## src/sv/thcb_pkg.sv

```systemverilog
package thcb_pkg;

  localparam int ALT_WIDTH       = 16;
  localparam int SUM_WIDTH       = ALT_WIDTH + 2;
  localparam int DIFF_WIDTH      = SUM_WIDTH + 1;
  localparam int NUM_LEVELS      = 4;
  localparam int CFG_INDEX_WIDTH = 2;
  localparam int Q_BITS          = 7;
  localparam int QCNT_WIDTH      = $clog2(Q_BITS + 1);
  localparam int CHAN_WIDTH      = 8;
  localparam int ACC_WIDTH       = 2 * CHAN_WIDTH;
  localparam int OP_WIDTH        = 2;
  localparam int BAND_WIDTH      = 3;

  localparam logic [OP_WIDTH-1:0] OP_TRACK = 2'd0;
  localparam logic [OP_WIDTH-1:0] OP_COLOR = 2'd1;
  localparam logic [OP_WIDTH-1:0] OP_CLEAR = 2'd2;

  localparam logic [CFG_INDEX_WIDTH-1:0] REG_WATER_LEVEL = 2'd0;
  localparam logic [CFG_INDEX_WIDTH-1:0] REG_SAND_TOP    = 2'd1;
  localparam logic [CFG_INDEX_WIDTH-1:0] REG_GRASS_TOP   = 2'd2;
  localparam logic [CFG_INDEX_WIDTH-1:0] REG_ROCK_TOP    = 2'd3;

  localparam logic [BAND_WIDTH-1:0] BAND_WATER = 3'd0;
  localparam logic [BAND_WIDTH-1:0] BAND_SAND  = 3'd1;
  localparam logic [BAND_WIDTH-1:0] BAND_GRASS = 3'd2;
  localparam logic [BAND_WIDTH-1:0] BAND_ROCK  = 3'd3;
  localparam logic [BAND_WIDTH-1:0] BAND_SNOW  = 3'd4;

  localparam logic signed [SUM_WIDTH-1:0] SUM_MAX = {1'b0, {(SUM_WIDTH-1){1'b1}}};
  localparam logic signed [SUM_WIDTH-1:0] SUM_MIN = {1'b1, {(SUM_WIDTH-1){1'b0}}};

  typedef struct packed {
    logic [BAND_WIDTH-1:0]        band;
    logic signed [DIFF_WIDTH-1:0] num;
    logic signed [DIFF_WIDTH-1:0] den;
  } job_t;

  typedef struct packed {
    logic [CHAN_WIDTH-1:0] blue;
    logic [CHAN_WIDTH-1:0] green;
    logic [CHAN_WIDTH-1:0] red;
  } bgr_t;

  function automatic bgr_t band_color(input logic [BAND_WIDTH-1:0] band);
    bgr_t c;
    unique case (band)
      BAND_WATER: c = '{blue: 8'd255, green: 8'd100, red: 8'd0};
      BAND_SAND:  c = '{blue: 8'd0,   green: 8'd200, red: 8'd255};
      BAND_GRASS: c = '{blue: 8'd0,   green: 8'd255, red: 8'd0};
      BAND_ROCK:  c = '{blue: 8'd128, green: 8'd128, red: 8'd128};
      default:    c = '{blue: 8'd255, green: 8'd255, red: 8'd255};
    endcase
    return c;
  endfunction

  function automatic logic signed [ALT_WIDTH-1:0] level_reset(
      input logic [CFG_INDEX_WIDTH-1:0] idx);
    logic signed [ALT_WIDTH-1:0] v;
    unique case (idx)
      REG_WATER_LEVEL: v = ALT_WIDTH'(0);
      REG_SAND_TOP:    v = ALT_WIDTH'(1024);
      REG_GRASS_TOP:   v = ALT_WIDTH'(4096);
      default:         v = ALT_WIDTH'(8192);
    endcase
    return v;
  endfunction

endpackage

```

## src/sv/thcb_if.sv

```systemverilog
interface thcb_in_if;
  logic                                   valid;
  logic                                   ready;
  logic [thcb_pkg::OP_WIDTH-1:0]          opcode;
  logic signed [thcb_pkg::ALT_WIDTH-1:0]  corner_a;
  logic signed [thcb_pkg::ALT_WIDTH-1:0]  corner_b;
  logic signed [thcb_pkg::ALT_WIDTH-1:0]  corner_c;
  logic signed [thcb_pkg::ALT_WIDTH-1:0]  corner_d;

  modport source (output valid, opcode, corner_a, corner_b, corner_c, corner_d,
                  input ready);
  modport sink (input valid, opcode, corner_a, corner_b, corner_c, corner_d,
                output ready);
endinterface

interface thcb_out_if;
  logic                                valid;
  logic                                ready;
  logic [thcb_pkg::CHAN_WIDTH-1:0]     blue;
  logic [thcb_pkg::CHAN_WIDTH-1:0]     green;
  logic [thcb_pkg::CHAN_WIDTH-1:0]     red;
  logic [thcb_pkg::BAND_WIDTH-1:0]     band;

  modport source (output valid, blue, green, red, band, input ready);
  modport sink (input valid, blue, green, red, band, output ready);
endinterface

interface thcb_cfg_if;
  logic                                   valid;
  logic                                   ready;
  logic [thcb_pkg::CFG_INDEX_WIDTH-1:0]   index;
  logic [thcb_pkg::ALT_WIDTH-1:0]         data;

  modport source (output valid, index, data, input ready);
  modport sink (input valid, index, data, output ready);
endinterface

```

## src/sv/terrain_height_color_banding.sv

```systemverilog
// Flow: a color transaction passes S_IDLE (accept), S_CLASS, S_LOAD, S_RUN (the
//   bit-serial divide/scale loop in thcb_serial) and S_DONE, which waits on ready.
//   A new transaction is taken only back in S_IDLE; track, clear and unused
//   opcodes return from S_CLASS to S_IDLE with no result.
// Reset (rst, synchronous): thresholds return to 0/1024/4096/8192, extremes to
//   largest/most negative sums, output register empty. No clearing pass.
module terrain_height_color_banding (
  input  logic        clk,
  input  logic        rst,
  thcb_cfg_if.sink    cfg,
  thcb_in_if.sink     item,
  thcb_out_if.source  result
);

  localparam logic [2:0] S_IDLE  = 3'd0;
  localparam logic [2:0] S_CLASS = 3'd1;
  localparam logic [2:0] S_LOAD  = 3'd2;
  localparam logic [2:0] S_RUN   = 3'd3;
  localparam logic [2:0] S_DONE  = 3'd4;

  logic [2:0]                     state;
  logic [2:0]                     state_next;
  logic [thcb_pkg::OP_WIDTH-1:0]  op;
  thcb_pkg::job_t                 job;
  thcb_pkg::bgr_t                 color;
  logic                           ser_busy;
  logic                           in_fire;
  logic                           out_free;

  assign item.ready = (state == S_IDLE);
  assign in_fire    = item.valid && item.ready;
  assign out_free   = !result.valid || result.ready;

  thcb_front u_front (
    .clk      (clk),
    .rst      (rst),
    .cfg      (cfg),
    .capture  (in_fire),
    .classify (state == S_CLASS),
    .opcode   (item.opcode),
    .corner_a (item.corner_a),
    .corner_b (item.corner_b),
    .corner_c (item.corner_c),
    .corner_d (item.corner_d),
    .op       (op),
    .job      (job)
  );

  thcb_serial u_serial (
    .clk   (clk),
    .rst   (rst),
    .start (state == S_LOAD),
    .job   (job),
    .busy  (ser_busy),
    .color (color)
  );

  always_comb begin
    state_next = state;
    unique case (state)
      S_IDLE:  if (in_fire) state_next = S_CLASS;
      S_CLASS: state_next = (op == thcb_pkg::OP_COLOR) ? S_LOAD : S_IDLE;
      S_LOAD:  state_next = S_RUN;
      S_RUN:   if (!ser_busy) state_next = S_DONE;
      S_DONE:  if (out_free) state_next = S_IDLE;
      default: state_next = S_IDLE;
    endcase
  end

  always_ff @(posedge clk) begin
    if (rst) begin
      state <= S_IDLE;
    end else begin
      state <= state_next;
    end
  end

  always_ff @(posedge clk) begin
    if (rst) begin
      result.valid <= 1'b0;
    end else if (state == S_DONE && out_free) begin
      result.valid <= 1'b1;
    end else if (result.ready) begin
      result.valid <= 1'b0;
    end
  end

  always_ff @(posedge clk) begin
    if (state == S_DONE && out_free) begin
      result.blue  <= color.blue;
      result.green <= color.green;
      result.red   <= color.red;
      result.band  <= job.band;
    end
  end

  a_accept_classifies: assert property (@(posedge clk) disable iff (rst)
    in_fire |=> state == S_CLASS)
    else $error("accepted transaction did not move to classification");

  a_load_starts_serial: assert property (@(posedge clk) disable iff (rst)
    state == S_LOAD |=> ser_busy)
    else $error("serial unit not busy after load");

  a_serial_idle_outside_run: assert property (@(posedge clk) disable iff (rst)
    ser_busy |-> (state == S_RUN || state == S_LOAD))
    else $error("serial unit busy outside run");

  a_band_range: assert property (@(posedge clk) disable iff (rst)
    result.valid |-> result.band <= thcb_pkg::BAND_SNOW)
    else $error("band code out of range");

  a_done_delivers: assert property (@(posedge clk) disable iff (rst)
    (state == S_DONE && out_free) |=> result.valid)
    else $error("finished colour transaction not presented");

endmodule

```

## src/sv/thcb_front.sv

```systemverilog
module thcb_front (
  input  logic                                  clk,
  input  logic                                  rst,
  thcb_cfg_if.sink                              cfg,
  input  logic                                  capture,
  input  logic                                  classify,
  input  logic [thcb_pkg::OP_WIDTH-1:0]         opcode,
  input  logic signed [thcb_pkg::ALT_WIDTH-1:0] corner_a,
  input  logic signed [thcb_pkg::ALT_WIDTH-1:0] corner_b,
  input  logic signed [thcb_pkg::ALT_WIDTH-1:0] corner_c,
  input  logic signed [thcb_pkg::ALT_WIDTH-1:0] corner_d,
  output logic [thcb_pkg::OP_WIDTH-1:0]         op,
  output thcb_pkg::job_t                        job
);

  logic signed [thcb_pkg::ALT_WIDTH-1:0]  level [thcb_pkg::NUM_LEVELS];
  logic signed [thcb_pkg::SUM_WIDTH-1:0]  sum;
  logic signed [thcb_pkg::SUM_WIDTH-1:0]  lowest_sum;
  logic signed [thcb_pkg::SUM_WIDTH-1:0]  highest_sum;
  logic signed [thcb_pkg::SUM_WIDTH-1:0]  sum_next;
  logic signed [thcb_pkg::SUM_WIDTH-1:0]  thr [thcb_pkg::NUM_LEVELS];
  logic signed [thcb_pkg::SUM_WIDTH-1:0]  lo;
  logic signed [thcb_pkg::SUM_WIDTH-1:0]  hi;
  logic [thcb_pkg::BAND_WIDTH-1:0]        band_sel;
  thcb_pkg::job_t                         job_next;

  assign cfg.ready = 1'b1;

  always_ff @(posedge clk) begin
    if (rst) begin
      for (int i = 0; i < thcb_pkg::NUM_LEVELS; i++) begin
        level[i] <= thcb_pkg::level_reset(thcb_pkg::CFG_INDEX_WIDTH'(i));
      end
    end else if (cfg.valid && cfg.ready) begin
      level[cfg.index] <= cfg.data;
    end
  end

  assign sum_next = thcb_pkg::SUM_WIDTH'(corner_a) + thcb_pkg::SUM_WIDTH'(corner_b)
                  + thcb_pkg::SUM_WIDTH'(corner_c) + thcb_pkg::SUM_WIDTH'(corner_d);

  always_ff @(posedge clk) begin
    if (capture) begin
      sum <= sum_next;
      op  <= opcode;
    end
  end

  always_comb begin
    for (int i = 0; i < thcb_pkg::NUM_LEVELS; i++) begin
      thr[i] = {level[i], 2'b00};
    end
    if (sum < thr[0]) begin
      band_sel = thcb_pkg::BAND_WATER; lo = lowest_sum; hi = thr[0];
    end else if (sum < thr[1]) begin
      band_sel = thcb_pkg::BAND_SAND;  lo = thr[0];     hi = thr[1];
    end else if (sum < thr[2]) begin
      band_sel = thcb_pkg::BAND_GRASS; lo = thr[1];     hi = thr[2];
    end else if (sum < thr[3]) begin
      band_sel = thcb_pkg::BAND_ROCK;  lo = thr[2];     hi = thr[3];
    end else begin
      band_sel = thcb_pkg::BAND_SNOW;  lo = thr[3];     hi = highest_sum;
    end
    job_next.band = band_sel;
    job_next.num  = thcb_pkg::DIFF_WIDTH'(sum) - thcb_pkg::DIFF_WIDTH'(lo);
    job_next.den  = thcb_pkg::DIFF_WIDTH'(hi) - thcb_pkg::DIFF_WIDTH'(lo);
  end

  always_ff @(posedge clk) begin
    if (rst) begin
      lowest_sum  <= thcb_pkg::SUM_MAX;
      highest_sum <= thcb_pkg::SUM_MIN;
    end else if (classify) begin
      if (op == thcb_pkg::OP_TRACK) begin
        if (sum < lowest_sum) lowest_sum <= sum;
        if (sum > highest_sum) highest_sum <= sum;
      end else if (op == thcb_pkg::OP_CLEAR) begin
        lowest_sum  <= thcb_pkg::SUM_MAX;
        highest_sum <= thcb_pkg::SUM_MIN;
      end
    end
  end

  always_ff @(posedge clk) begin
    if (classify) begin
      job <= job_next;
    end
  end

endmodule

```

## src/sv/thcb_serial.sv

```systemverilog
module thcb_serial (
  input  logic           clk,
  input  logic           rst,
  input  logic           start,
  input  thcb_pkg::job_t job,
  output logic           busy,
  output thcb_pkg::bgr_t color
);

  localparam int RW = thcb_pkg::DIFF_WIDTH;

  logic [thcb_pkg::QCNT_WIDTH-1:0] cnt;
  logic [RW-1:0]                   rem;
  logic [RW-2:0]                   den;
  logic                            zero;
  logic                            full;
  thcb_pkg::bgr_t                  base;
  thcb_pkg::bgr_t                  start_color;
  logic [thcb_pkg::ACC_WIDTH-1:0]  acc_b;
  logic [thcb_pkg::ACC_WIDTH-1:0]  acc_g;
  logic [thcb_pkg::ACC_WIDTH-1:0]  acc_r;
  logic [RW-1:0]                   r2;
  logic                            ge;
  logic                            qbit;

  // restoring divide, one quotient bit per cycle, MSB first; each bit
  // also shifts into the color*(128+q) products
  assign r2   = {rem[RW-2:0], 1'b0};
  assign ge   = r2 >= {1'b0, den};
  assign qbit = ge && !zero;

  assign start_color = thcb_pkg::band_color(job.band);

  always_ff @(posedge clk) begin
    if (rst) begin
      busy <= 1'b0;
      cnt  <= '0;
    end else if (start) begin
      busy <= 1'b1;
      cnt  <= thcb_pkg::QCNT_WIDTH'(thcb_pkg::Q_BITS);
    end else if (busy) begin
      cnt <= cnt - 1'b1;
      if (cnt == thcb_pkg::QCNT_WIDTH'(1)) busy <= 1'b0;
    end
  end

  always_ff @(posedge clk) begin
    if (start) begin
      rem   <= RW'(job.num[RW-2:0]);
      den   <= job.den[RW-2:0];
      zero  <= (job.den <= 0) || (job.num <= 0);
      full  <= job.num >= job.den;
      base  <= start_color;
      acc_b <= thcb_pkg::ACC_WIDTH'(start_color.blue);
      acc_g <= thcb_pkg::ACC_WIDTH'(start_color.green);
      acc_r <= thcb_pkg::ACC_WIDTH'(start_color.red);
    end else if (busy) begin
      rem   <= ge ? r2 - RW'(den) : r2;
      acc_b <= {acc_b[thcb_pkg::ACC_WIDTH-2:0], 1'b0}
             + (qbit ? thcb_pkg::ACC_WIDTH'(base.blue) : '0);
      acc_g <= {acc_g[thcb_pkg::ACC_WIDTH-2:0], 1'b0}
             + (qbit ? thcb_pkg::ACC_WIDTH'(base.green) : '0);
      acc_r <= {acc_r[thcb_pkg::ACC_WIDTH-2:0], 1'b0}
             + (qbit ? thcb_pkg::ACC_WIDTH'(base.red) : '0);
    end
  end

  // a sum at or past the top of its band scales by 256/256
  always_comb begin
    if (full && !zero) begin
      color = base;
    end else begin
      color.blue  = acc_b[thcb_pkg::ACC_WIDTH-1:thcb_pkg::CHAN_WIDTH];
      color.green = acc_g[thcb_pkg::ACC_WIDTH-1:thcb_pkg::CHAN_WIDTH];
      color.red   = acc_r[thcb_pkg::ACC_WIDTH-1:thcb_pkg::CHAN_WIDTH];
    end
  end

endmodule

```

## src/flat_wrapper.sv

```systemverilog
// flat-port wrapper written by rule: the top's interface ports become plain ports
module terrain_height_color_banding_flat 
  (clk, rst, cfg_valid, cfg_index, cfg_data, cfg_ready, item_valid, item_opcode, item_corner_a, item_corner_b, item_corner_c, item_corner_d, item_ready, result_valid, result_blue, result_green, result_red, result_band, result_ready);
  thcb_cfg_if cfg_i ();
  thcb_in_if item_i ();
  thcb_out_if result_i ();
  input  logic clk;
  input  logic rst;
  input wire logic [$bits(cfg_i.valid)-1:0] cfg_valid;
  input wire logic [$bits(cfg_i.index)-1:0] cfg_index;
  input wire logic [$bits(cfg_i.data)-1:0] cfg_data;
  output wire logic [$bits(cfg_i.ready)-1:0] cfg_ready;
  input wire logic [$bits(item_i.valid)-1:0] item_valid;
  input wire logic [$bits(item_i.opcode)-1:0] item_opcode;
  input wire logic [$bits(item_i.corner_a)-1:0] item_corner_a;
  input wire logic [$bits(item_i.corner_b)-1:0] item_corner_b;
  input wire logic [$bits(item_i.corner_c)-1:0] item_corner_c;
  input wire logic [$bits(item_i.corner_d)-1:0] item_corner_d;
  output wire logic [$bits(item_i.ready)-1:0] item_ready;
  output wire logic [$bits(result_i.valid)-1:0] result_valid;
  output wire logic [$bits(result_i.blue)-1:0] result_blue;
  output wire logic [$bits(result_i.green)-1:0] result_green;
  output wire logic [$bits(result_i.red)-1:0] result_red;
  output wire logic [$bits(result_i.band)-1:0] result_band;
  input wire logic [$bits(result_i.ready)-1:0] result_ready;
  assign cfg_i.valid = cfg_valid;
  assign cfg_i.index = cfg_index;
  assign cfg_i.data = cfg_data;
  assign cfg_ready = cfg_i.ready;
  assign item_i.valid = item_valid;
  assign item_i.opcode = item_opcode;
  assign item_i.corner_a = item_corner_a;
  assign item_i.corner_b = item_corner_b;
  assign item_i.corner_c = item_corner_c;
  assign item_i.corner_d = item_corner_d;
  assign item_ready = item_i.ready;
  assign result_valid = result_i.valid;
  assign result_blue = result_i.blue;
  assign result_green = result_i.green;
  assign result_red = result_i.red;
  assign result_band = result_i.band;
  assign result_i.ready = result_ready;
  terrain_height_color_banding u_core (.clk(clk), .rst(rst), .cfg(cfg_i), .item(item_i), .result(result_i));
endmodule
```

## config.mk

```make
export PLATFORM = sky130hd
export DESIGN_NAME = terrain_height_color_banding_flat
export DESIGN_NICKNAME = d
export VERILOG_FILES = /design/src/sv/thcb_pkg.sv /design/src/sv/thcb_if.sv /design/src/sv/terrain_height_color_banding.sv /design/src/sv/thcb_front.sv /design/src/sv/thcb_serial.sv /design/src/flat_wrapper.sv
export SDC_FILE = /design/constraint.sdc
export NUM_CORES = 1
export LEC_CHECK = 0
export BUFFER_PORTS_ARGS = -buffer_cell sky130_fd_sc_hd__buf_4
export CAP_MARGIN = 20
export CORE_UTILIZATION = 53
export CTS_BUF_LIST = sky130_fd_sc_hd__clkbuf_16
export DETAILED_ROUTE_END_ITERATION = 7
export HOLD_SLACK_MARGIN = 0.06
export PLACE_DENSITY = 0.72
export SYNTH_ARGS = -nofsm -noshare
export SYNTH_HDL_FRONTEND = slang
export SYNTH_SLANG_ARGS = --single-unit
```

## constraint.sdc

```tcl
create_clock -name clk -period 5.7 [get_ports clk]
set_input_delay 0.57 -clock clk [delete_from_list [all_inputs] [get_ports clk]]
set_output_delay 0.57 -clock clk [all_outputs]
set_load 0.02 [all_outputs]
```

==> results of run 1 <==
## through the flow
| step | hold slack (ps) | TNS, ps | instances |
|---|---|---|---|
| after floorplan | 426 | 0 | 2066 |
| after global placement | 443 | 0 | 2610 |
| after detailed placement | 438 | 0 | 2610 |
| after CTS | 131 | 0 | 2668 |
| after global routing | 129 | -10.1 | 2676 |
| final | 154 | 0 | 2676 |
## layer usage
metal	share of wire, %	routed length [microns]	global-route usage (%)	vias up
met4	3.6	1720	8.95	0
met3	4.3	2030	2.80	96
met1	43	20500	30.9	7317
met5	0	0	0	-
li1	-	-	-	7565
met2	49	23200	43.9	409
## kinds of logic after synthesis
| kind of cell | count (synthesis) | synth area share, % |
|---|---|---|
| simple gates | 643 | 15.4 |
| compound gates | 508 | 16.5 |
| flops | 291 | 40.7 |
| buf+inv | 266 | 5.16 |
| fa+ha+maj | 247 | 17.1 |
| xor+xnor | 90 | 3.99 |
| mux | 20 | 1.11 |
| other cells | 1 | 0.0190 |
## worst register-to-register path, delay by kind of cell, from the launching register on
kind	cells	cell delay, ps
compound gates	15	2540
xor+xnor	1	190
fa+ha+maj	3	960
buf+inv	1	190
flops	1	410
simple gates	6	920
## what timing repair did
| action | 4_1_cts | 5_1_grt |
|---|---|---|
| hold buffers | 0 | 0 |
| endpoints found under the setup margin | 0 | 20 |
| buffers inserted | 0 | 3 |
| gates resized for setup | 0 | 8 |
## flip-flops by register name (all words and copies together) (netlist names), 9 cells and up
name                        count
u_core.u_front.highest_sum     18
u_core.u_front.job             41
u_core.u_front.level           64
u_core.u_front.lowest_sum      18
u_core.u_front.sum             18
u_core.u_serial.acc_b          16
u_core.u_serial.acc_g          16
u_core.u_serial.acc_r          16
u_core.u_serial.base            9
u_core.u_serial.den            18
u_core.u_serial.rem            18
## worst max path at each step
stage                                      start                   endpoint  slack (ps)
after detailed placement  u_core.u_serial.rem[0]  u_core.u_serial.acc_r[15]          80
final                     u_core.u_serial.rem[0]  u_core.u_serial.acc_r[15]         340
after floorplan           u_core.u_serial.rem[0]  u_core.u_serial.acc_r[13]         340
after global routing      u_core.u_serial.rem[0]  u_core.u_serial.acc_r[15]         -10
after CTS                 u_core.u_serial.rem[0]  u_core.u_serial.acc_r[15]          60
after global placement    u_core.u_serial.rem[0]  u_core.u_serial.acc_r[13]         300
## area by class of cell
cell class | count | area (sq um) | area share [%]
Clock buffer | 31 | 776 | 3.45
Clock inverter | 27 | 318 | 1.41
Inverter | 192 | 721 | 3.21
Multi-Input combinational cell | 1509 | 10700 | 47.8
Sequential cell | 291 | 8060 | 35.9
Tap cell | 468 | 586 | 2.61
Timing Repair Buffer | 158 | 1260 | 5.61
## report_power, final
group          internal (mW)  total (mW)  leakage, nW  switching [mW]
registers               3.00        3.41         2.64           0.411
clock network           1.28        2.17        0.534           0.890
logic                   2.54        6.08         6.47            3.54
## cell usage in the layout, fill, tap and decap left out, drive strengths merged, types with 72 or more instances in the layout
cell,netlist,routed
nand2,174,174
nor2,213,213
inv,192,198
buf,15,157
and2,74,74
ha,205,205
edfxtp,223,223
a211oi,72,72
o21ai,99,99
a21oi,171,171
==> flow_summary.yaml, run 1 <==
synthesis:
  synth.top_cell.area_share_pct: 33.9
  yosys_warnings: 0
  netlist_instances: 2066
  yosysMostFrequentCell: "edfxtp_1"
  synth_area_leaders: "edfxtp_1 (34%), ha_1 (13%), dfxtp_1 (6.9%), a21oi_1 (4.3%), nor2_1 (4.0%)"
  yosysSeqAreaShare_pct: 40.7
  synth_edf_count: 223
  synth_ff_type: "edfxtp_1"
  synth_area_sq_um: 19800
  synth_common_cells: "edfxtp_1 (223), nor2_1 (213), ha_1 (205)"
  yosysTopAreaCell: "edfxtp_1"
  ys_ff_latch: 291
  synth_cell_types: 79
  avgSynthCellArea_sq_um: 9.57
  syn_nets: 2399
  async_flop_share_pct: 0
clock_network:
  root_buffer: "clkbuf_16"
  worstSkewPairLatency_ps: 590
  clk_pin_slew_ps: 60
  cts_buffers: 31
  cts_tree: "built"
  cts_buffer_depth: 3
  cts.sinks: 291
  h-tree-depth: 1
timing:
  max_freq_mhz: 187
  setup_viol: 0
  worst_slack_ps: 341
  slew_headroom_pct: 35.3
  finalCritPeriodShare_pct: 94.0
  tightest_slew_ps: 967
  slew_violations: 0
  hold_violations: 0
  fin_worst_skew_ps: 12.8
  period_minus_slack_ps: 5360
finish:
  area_delta_synth_final_pct: 13.6
  fin_area_sq_um: 22500
  finalNetCount: 2516
  finish.utilization_pct: 61.2
  insertedDiodeCount: 0
  drive_gt1_share_pct: 11.9
  n_fill_cell: 3056
worst_setup_path:
  r2r_cells: 26
  cp_max_fo: 11
  path_buf_inv: 1
  cp_data_required_time_ps: 6140
  reg2reg_setup_slack_ps: 340
  reg2reg_to: "u_core.u_serial.acc_r[15]"
  endpoint_kind: "register"
  cp.arrival_ps: 5790
  max_stage_delay_ps: 410
  crit_cells: 26
  slowest_stage: "edfxtp_1"
  start_kind: "register"
  crit_top_cell: "o21a_1"
  cp_top_family: "compound AO/OA/AOI/OAI gates"
  worst-setup-path-type: "reg -> reg"
  r2r_start: "u_core.u_serial.rem[0]"
global_route:
  grt_antenna_before_repair: 0
  grt_pass1_wl_mm: 75.5
  overflow: 0
  grt_max_degree: 64
  grt_pass1_vias: 15000
  track_usage_pct: 24.7
job:
  cap_viol_max_count: 0
placement:
  dpl_cell_area_sq_um: 21200
  gp_congestion: 0.949
  hpwl_mm: 36.0
  pre_cts_ws_ps: 84.3
  portBuffers: 117
hold_path:
  hp-start: "item_opcode[1]"
  hold_path_class: "in -> reg"
  hold_depth: 1
  hold_path_end: "u_core.u_front.op[1]"
power:
  power_density_nw_per_um2: 519
  ir_drop_v: 0.000386
  p_total_mw: 11.7
  p_leak_nw: 9.65
die:
  core_sq_um: 36700
  fp.dieW_microns: 195
  rows: 70
  dieArea_sq_um: 38100
  start_util_pct: 53.9
  die_h_microns: 195
  num_io_pins: 119
status:
  status: "complete, no violations"
detailed_routing:
  num_vias: 15400
  wl_per_cell_microns: 17.7
  drc: 0
  drt_first_pass_iters: 5
  drt_wl_total_mm: 47.4
  drt-initial-drc-count: 964
  antenna_left: 0
  vias_per_cell: 5.75
No activity file was read; power rests on OpenSTA's default activity.
==> inputs of run 2 (changes only) <==
--- a/config.mk
+++ b/config.mk
@@ -6,12 +6,12 @@
 export NUM_CORES = 1
 export LEC_CHECK = 0
 export BUFFER_PORTS_ARGS = -buffer_cell sky130_fd_sc_hd__buf_4
-export CAP_MARGIN = 20
+export CAP_MARGIN = 25
 export CORE_UTILIZATION = 53
 export CTS_BUF_LIST = sky130_fd_sc_hd__clkbuf_16
 export DETAILED_ROUTE_END_ITERATION = 7
 export HOLD_SLACK_MARGIN = 0.06
-export PLACE_DENSITY = 0.72
+export PLACE_DENSITY = 0.69
 export SYNTH_ARGS = -nofsm -noshare
 export SYNTH_HDL_FRONTEND = slang
 export SYNTH_SLANG_ARGS = --single-unit
==> constraint.sdc (replaced) <==
create_clock -name clk -period 6.9 [get_ports clk]
set_input_delay 0 -clock clk [delete_from_list [all_inputs] [get_ports clk]]
set_output_delay 0 -clock clk [all_outputs]
set_load 0.02 [all_outputs]
==> run 2 against run 1 <==
  * Cell area up 0.50%
  * Register-to-register slack better by 600 ps
  * Die area unchanged
  * Sequential cell count unchanged
  * Non-clock buffer count up 9
  * Fmax down 10%
  * Clock-buffer cell count up 4
  * Worst setup slack better by 600 ps
  * Via count up 0.18%
  * Clock power down 17%
  * Clock skew up 5.2 ps
==> flow_summary.yaml, run 2 (synthesized netlist as in run 1, its figures left out) <==
worst_setup_path:
  max_stage_delay_ps: 640
  cp.arrival_ps: 6410
  worst-setup-path-type: "reg -> reg"
  cp_max_fo: 11
  slowest_stage: "a21oi_1"
  cp_data_required_time_ps: 7350
  endpoint_kind: "register"
  crit_top_cell: "o21ai_0"
  start_kind: "register"
clock_network:
  cts_tree: "built"
  h-tree-depth: 2
  cts_hold_buffers: 27
  cts_buffer_depth: 3
  cts_buffers: 35
  root_buffer: "clkbuf_16"
  cts_setup_buffers: 0
  clk_pin_slew_ps: 60
  cts-resized-gates: 0
  worstSkewPairLatency_ps: 540
  cts.sinks: 291
power:
  p_total_mw: 9.61
  p_leak_nw: 9.70
  power_density_nw_per_um2: 426
  ir_drop_v: 0.000241
detailed_routing:
  vias_per_cell: 5.73
  wl_per_cell_microns: 18.2
  drt_wl_total_mm: 49.1
  drt_first_pass_iters: 5
  num_vias: 15400
  antenna_left: 0
  drc: 0
  drt-initial-drc-count: 870
global_route:
  grt_pass1_wl_mm: 79.1
  grt_antenna_before_repair: 0
  overflow: 0
  grt_max_degree: 83
  track_usage_pct: 26.0
  grt_pass1_vias: 15600
timing:
  tightest_slew_ps: 920
  finalCritPeriodShare_pct: 86.4
  worst_slack_ps: 937
  timing.hold.ws_ps: 113
  hold_violations: 0
  period_minus_slack_ps: 5960
  fin_worst_skew_ps: 18.0
  setup-tns-final_ps: 0
  max_freq_mhz: 168
  setup_viol: 0
  slew_headroom_pct: 38.7
  rsz0062_at_grt: "no"
  slew_violations: 0
finish:
  multi_input_area_sq_um: 10700
  n_fill_cell: 3077
  drive_gt1_share_pct: 10.9
  area_delta_synth_final_pct: 14.2
  layout_commonest_cell: "edfxtp_1"
  regArea_sq_um: 8060
  largest_register_ffs: 64
  largestRegisters: "u_core.u_front.level (64), u_core.u_front.job (41)"
  most-common-layout-cells: "edfxtp_1 (223), nor2_1 (212), ha_1 (205)"
  insertedDiodeCount: 0
  top_register: "u_core.u_front.level"
  finalNetCount: 2529
placement:
  gp_congestion: 0.922
  portBuffers: 117
  hpwl_mm: 37.2
  pre_cts_ws_ps: 891
die:
  dieArea_sq_um: 38100
  start_util_pct: 53.9
  num_io_pins: 119
  core_sq_um: 36700
  die_h_microns: 195
  fp.dieW_microns: 195
  rows: 70
job:
  cap_viol_max_count: 0
status:
  status: "complete, no violations"
hold_path:
  hold_path_class: "in -> reg"
[run 2: cell type report]
class,instances,share of cell area [%]
sequential,291,35.7
timing repair buffer,167,6.01
multi-input combinational,1509,47.5
clock buffer,35,3.88
inverter,192,3.19
clock inverter,29,1.12
tap,468,2.59
[run 2: per-layer routing]
metal  vias up  wire [microns]  track usage [%]
met5         -               0                0
met4         0            2040             10.6
met3       124            2010             3.02
met2       397           24200             47.0
met1      7328           20900             31.5
li1       7566               -                -
[run 2: final timing paths]
path | from | endpoint | slack, ps | depth (start not counted)
min | item_corner_a[4] | u_core.u_front.sum[5] | 110 | 5
max | u_core.u_serial.rem[0] | u_core.u_serial.acc_b[15] | 940 | 27
max reg2reg | u_core.u_serial.rem[0] | u_core.u_serial.acc_b[15] | 940 | 27
min reg2reg | u_core.u_front.job[6] | u_core.u_serial.den[6] | 470 | 0
[run 2: critical path, delay by kind of cell, from the launching register on]
kind            cells  cell delay (ps)
flops               1              420
buf+inv             2              270
fa+ha+maj           3              930
compound gates     14             3050
xor+xnor            1              150
simple gates        7             1050
[run 2: metrics by stage]
stage | cells | utilization [%] | instance area (sq um)
final | 2691 | 61.5 | 22600
after global routing | 2691 | 61.5 | 22600
after CTS | 2689 | 61.4 | 22500
after detailed placement | 2598 | 57.6 | 21100
after global placement | 2597 | 57.6 | 21100
after floorplan | 2066 | - | 19800
[run 2: power breakdown]
group	internal, mW	total (mW)	switching, mW
logic	2.05	4.92	2.86
clock network	1.05	1.81	0.762
registers	2.48	2.88	0.402
total	5.58	9.61	4.03
==> inputs of run 3 (changes only) <==
--- a/config.mk
+++ b/config.mk
@@ -7,11 +7,15 @@
 export LEC_CHECK = 0
 export BUFFER_PORTS_ARGS = -buffer_cell sky130_fd_sc_hd__buf_4
 export CAP_MARGIN = 25
-export CORE_UTILIZATION = 53
+export CELL_PAD_IN_SITES_DETAIL_PLACEMENT = 1
+export CELL_PAD_IN_SITES_GLOBAL_PLACEMENT = 2
+export CORE_ASPECT_RATIO = 1.5
+export CORE_UTILIZATION = 43
 export CTS_BUF_LIST = sky130_fd_sc_hd__clkbuf_16
 export DETAILED_ROUTE_END_ITERATION = 7
 export HOLD_SLACK_MARGIN = 0.06
-export PLACE_DENSITY = 0.69
+export PLACE_DENSITY = 0.84
+export RECOVER_POWER = 100
 export SYNTH_ARGS = -nofsm -noshare
 export SYNTH_HDL_FRONTEND = slang
 export SYNTH_SLANG_ARGS = --single-unit
==> run 3 against run 2 <==
  * The flow now finishes with violations (capacitance limit, slew limit)
  * Clock power up 3%
  * Wire length up 19%
  * Final cell count up 4.7%
  * Cell area up 0.57%
  * Sequential cell count unchanged
  * Via count up 1.5%
==> flow_summary.yaml, run 3 (synthesized netlist as in run 1, its figures left out) <==
status:
  status: "complete, but fails checks"
  violations: "capacitance limit, slew limit"
clock_network:
  cts.sinks: 291
  cts_tree: "built"
  clk_pin_slew_ps: 70
  cts_buffer_depth: 3
  worstSkewPairLatency_ps: 590
  h-tree-depth: 1
  root_buffer: "clkbuf_16"
  cts_buffers: 31
detailed_routing:
  drt_wl_total_mm: 58.3
  drt_first_pass_iters: 5
  drt-initial-drc-count: 600
  vias_per_cell: 5.55
  drc: 0
  wl_per_cell_microns: 20.7
  antenna_left: 0
  num_vias: 15600
die:
  start_util_pct: 43.9
  core_sq_um: 45000
  dieArea_sq_um: 46900
  die_h_microns: 265
  num_io_pins: 119
  rows: 95
  fp.dieW_microns: 177
worst_setup_path:
  slowest_stage: "o21a_1"
  reg2reg_setup_slack_ps: 550
  crit_start: "u_core.u_front.sum[17]"
  cp_top_family: "compound AO/OA/AOI/OAI gates"
  cp_max_fo: 27
  reg2reg_to: "u_core.u_front.job[16]"
  max_stage_delay_ps: 760
  cp_data_required_time_ps: 7240
  crit_cells: 20
  path_buf_inv: 0
  start_kind: "register"
  r2r_cells: 20
  crit_chain: "ha_1, nand2_4, nor4_1, a31o_4, o21a_1, a21oi_1, a211oi_1, a21oi_1, nand2_1, o21ai_0, ha_1, o21a_1, o21ai_0, nand2b_1, a31o_2, a221o_1, a211oi_1, nor2b_1, a21oi_2, xnor2_1"
  cp.arrival_ps: 6680
  r2r_start: "u_core.u_front.sum[17]"
  endpoint_kind: "register"
  crit_end: "u_core.u_front.job[16]"
  worst-setup-path-type: "reg -> reg"
job:
  cap_viol_max_count: 6
timing:
  worst_slack_ps: 552
  fin_worst_skew_ps: 14.1
  rsz0062_at_grt: "no"
  max_freq_mhz: 158
  tightest_slew_ps: 2280
  finalCritPeriodShare_pct: 92.0
  period_minus_slack_ps: 6350
  setup_viol: 0
  hold_violations: 0
  timing.hold.ws_ps: 169
  setup-tns-final_ps: 0
  slew_violations: 228
  slew_headroom_pct: -51.7
power:
  p_total_mw: 9.79
  power_density_nw_per_um2: 431
  p_leak_nw: 9.55
  ir_drop_v: 0.000237
global_route:
  grt_pass1_vias: 17200
  overflow: 0
  track_usage_pct: 25.3
  grt_antenna_before_repair: 0
  grt_pass1_wl_mm: 91.8
  grt_max_degree: 57
finish:
  insertedDiodeCount: 0
  layout_commonest_cell: "edfxtp_1"
  finalNetCount: 2544
  area_delta_synth_final_pct: 14.8
  most-common-layout-cells: "edfxtp_1 (223), nor2_1 (212), ha_1 (205)"
  layout.cells.non_filler: 2818
  drive_gt1_share_pct: 8.18
  largestRegisters: "u_core.u_front.level (64), u_core.u_front.job (41)"
  top_register: "u_core.u_front.level"
  largest_register_ffs: 64
placement:
  hpwl_mm: 45.5
  dpl.cell_count: 2710
  gp_congestion: 0.882
  pre_cts_ws_ps: 941
  portBuffers: 117
hold_path:
  hold_path_class: "in -> reg"
-- run 3: cell count changes in the layout (fill, tap and decap cells not counted), moves of 4 or more --
cell,delta
and2_0,+51
clkbuf_4,+4
bufinv_16,+4
dlygate4sd3_1,+19
and2_1,-51
clkbuf_1,+41
o21ai_1,-4
buf_4,-45
-- run 3: power breakdown --
group          switching, mW  internal [mW]  total (mW)  leakage, nW
Clock                  0.733           1.13        1.86        0.566
Sequential             0.432           2.48        2.91         2.64
Combinational           2.96           2.06        5.02         6.34
-- run 3: how the worst min path moves through the flow --
stage | start | end | slack [ps] | depth (start not counted)
after floorplan | item_opcode[0] | u_core.u_front.op[0] | 100 | 0
after global placement | item_opcode[1] | u_core.u_front.op[1] | 180 | 1
after detailed placement | item_opcode[0] | u_core.u_front.op[0] | 180 | 1
after CTS | item_opcode[0] | u_core.u_front.op[0] | 120 | 2
after global routing | item_opcode[0] | u_core.u_front.op[0] | 170 | 2
final | item_corner_a[10] | u_core.u_front.sum[11] | 170 | 4
-- run 3: final cells by class --
class / count / area, sq um
clock buffers: 33 / 826
clock inverters: 25 / 313
fillers: 5142 / 22300
inverters: 192 / 721
multi-input cells: 1509 / 10700
flip-flops and latches: 291 / 8060
well taps: 582 / 728
repair buffers: 186 / 1380
-- run 3: worst min-delay path, cell delays in order --
cell and delay [ps]:
buf_4 90, fa_1 160, ha_1 190, xor2_1 140
-- run 3: repair_timing --
| item | CTS | global route |
|---|---|---|
| hold buffers | 46 | 0 |
| hold endpoints to repair | 101 | 0 |
| gates resized for setup | 0 | 0 |
| setup buffers | 0 | 0 |
-- run 3: metrics by stage --
step	area (sq um)	util, %
floorplan	19800	-
global placement	21300	47.2
CTS	22900	50.8
global route	22700	50.4
finish	22700	50.4
detailed placement	21300	47.2
-- run 3: metal layers --
layer / GRT usage, % / part of all wire (%) / vias up
met1: 24.7 / 36 / 7709
li1: - / - / 7589
met5: 0 / 0 / -
met2: 51.6 / 56 / 223
met3: 1.95 / 1.9 / 118
met4: 12.3 / 5.3 / 0
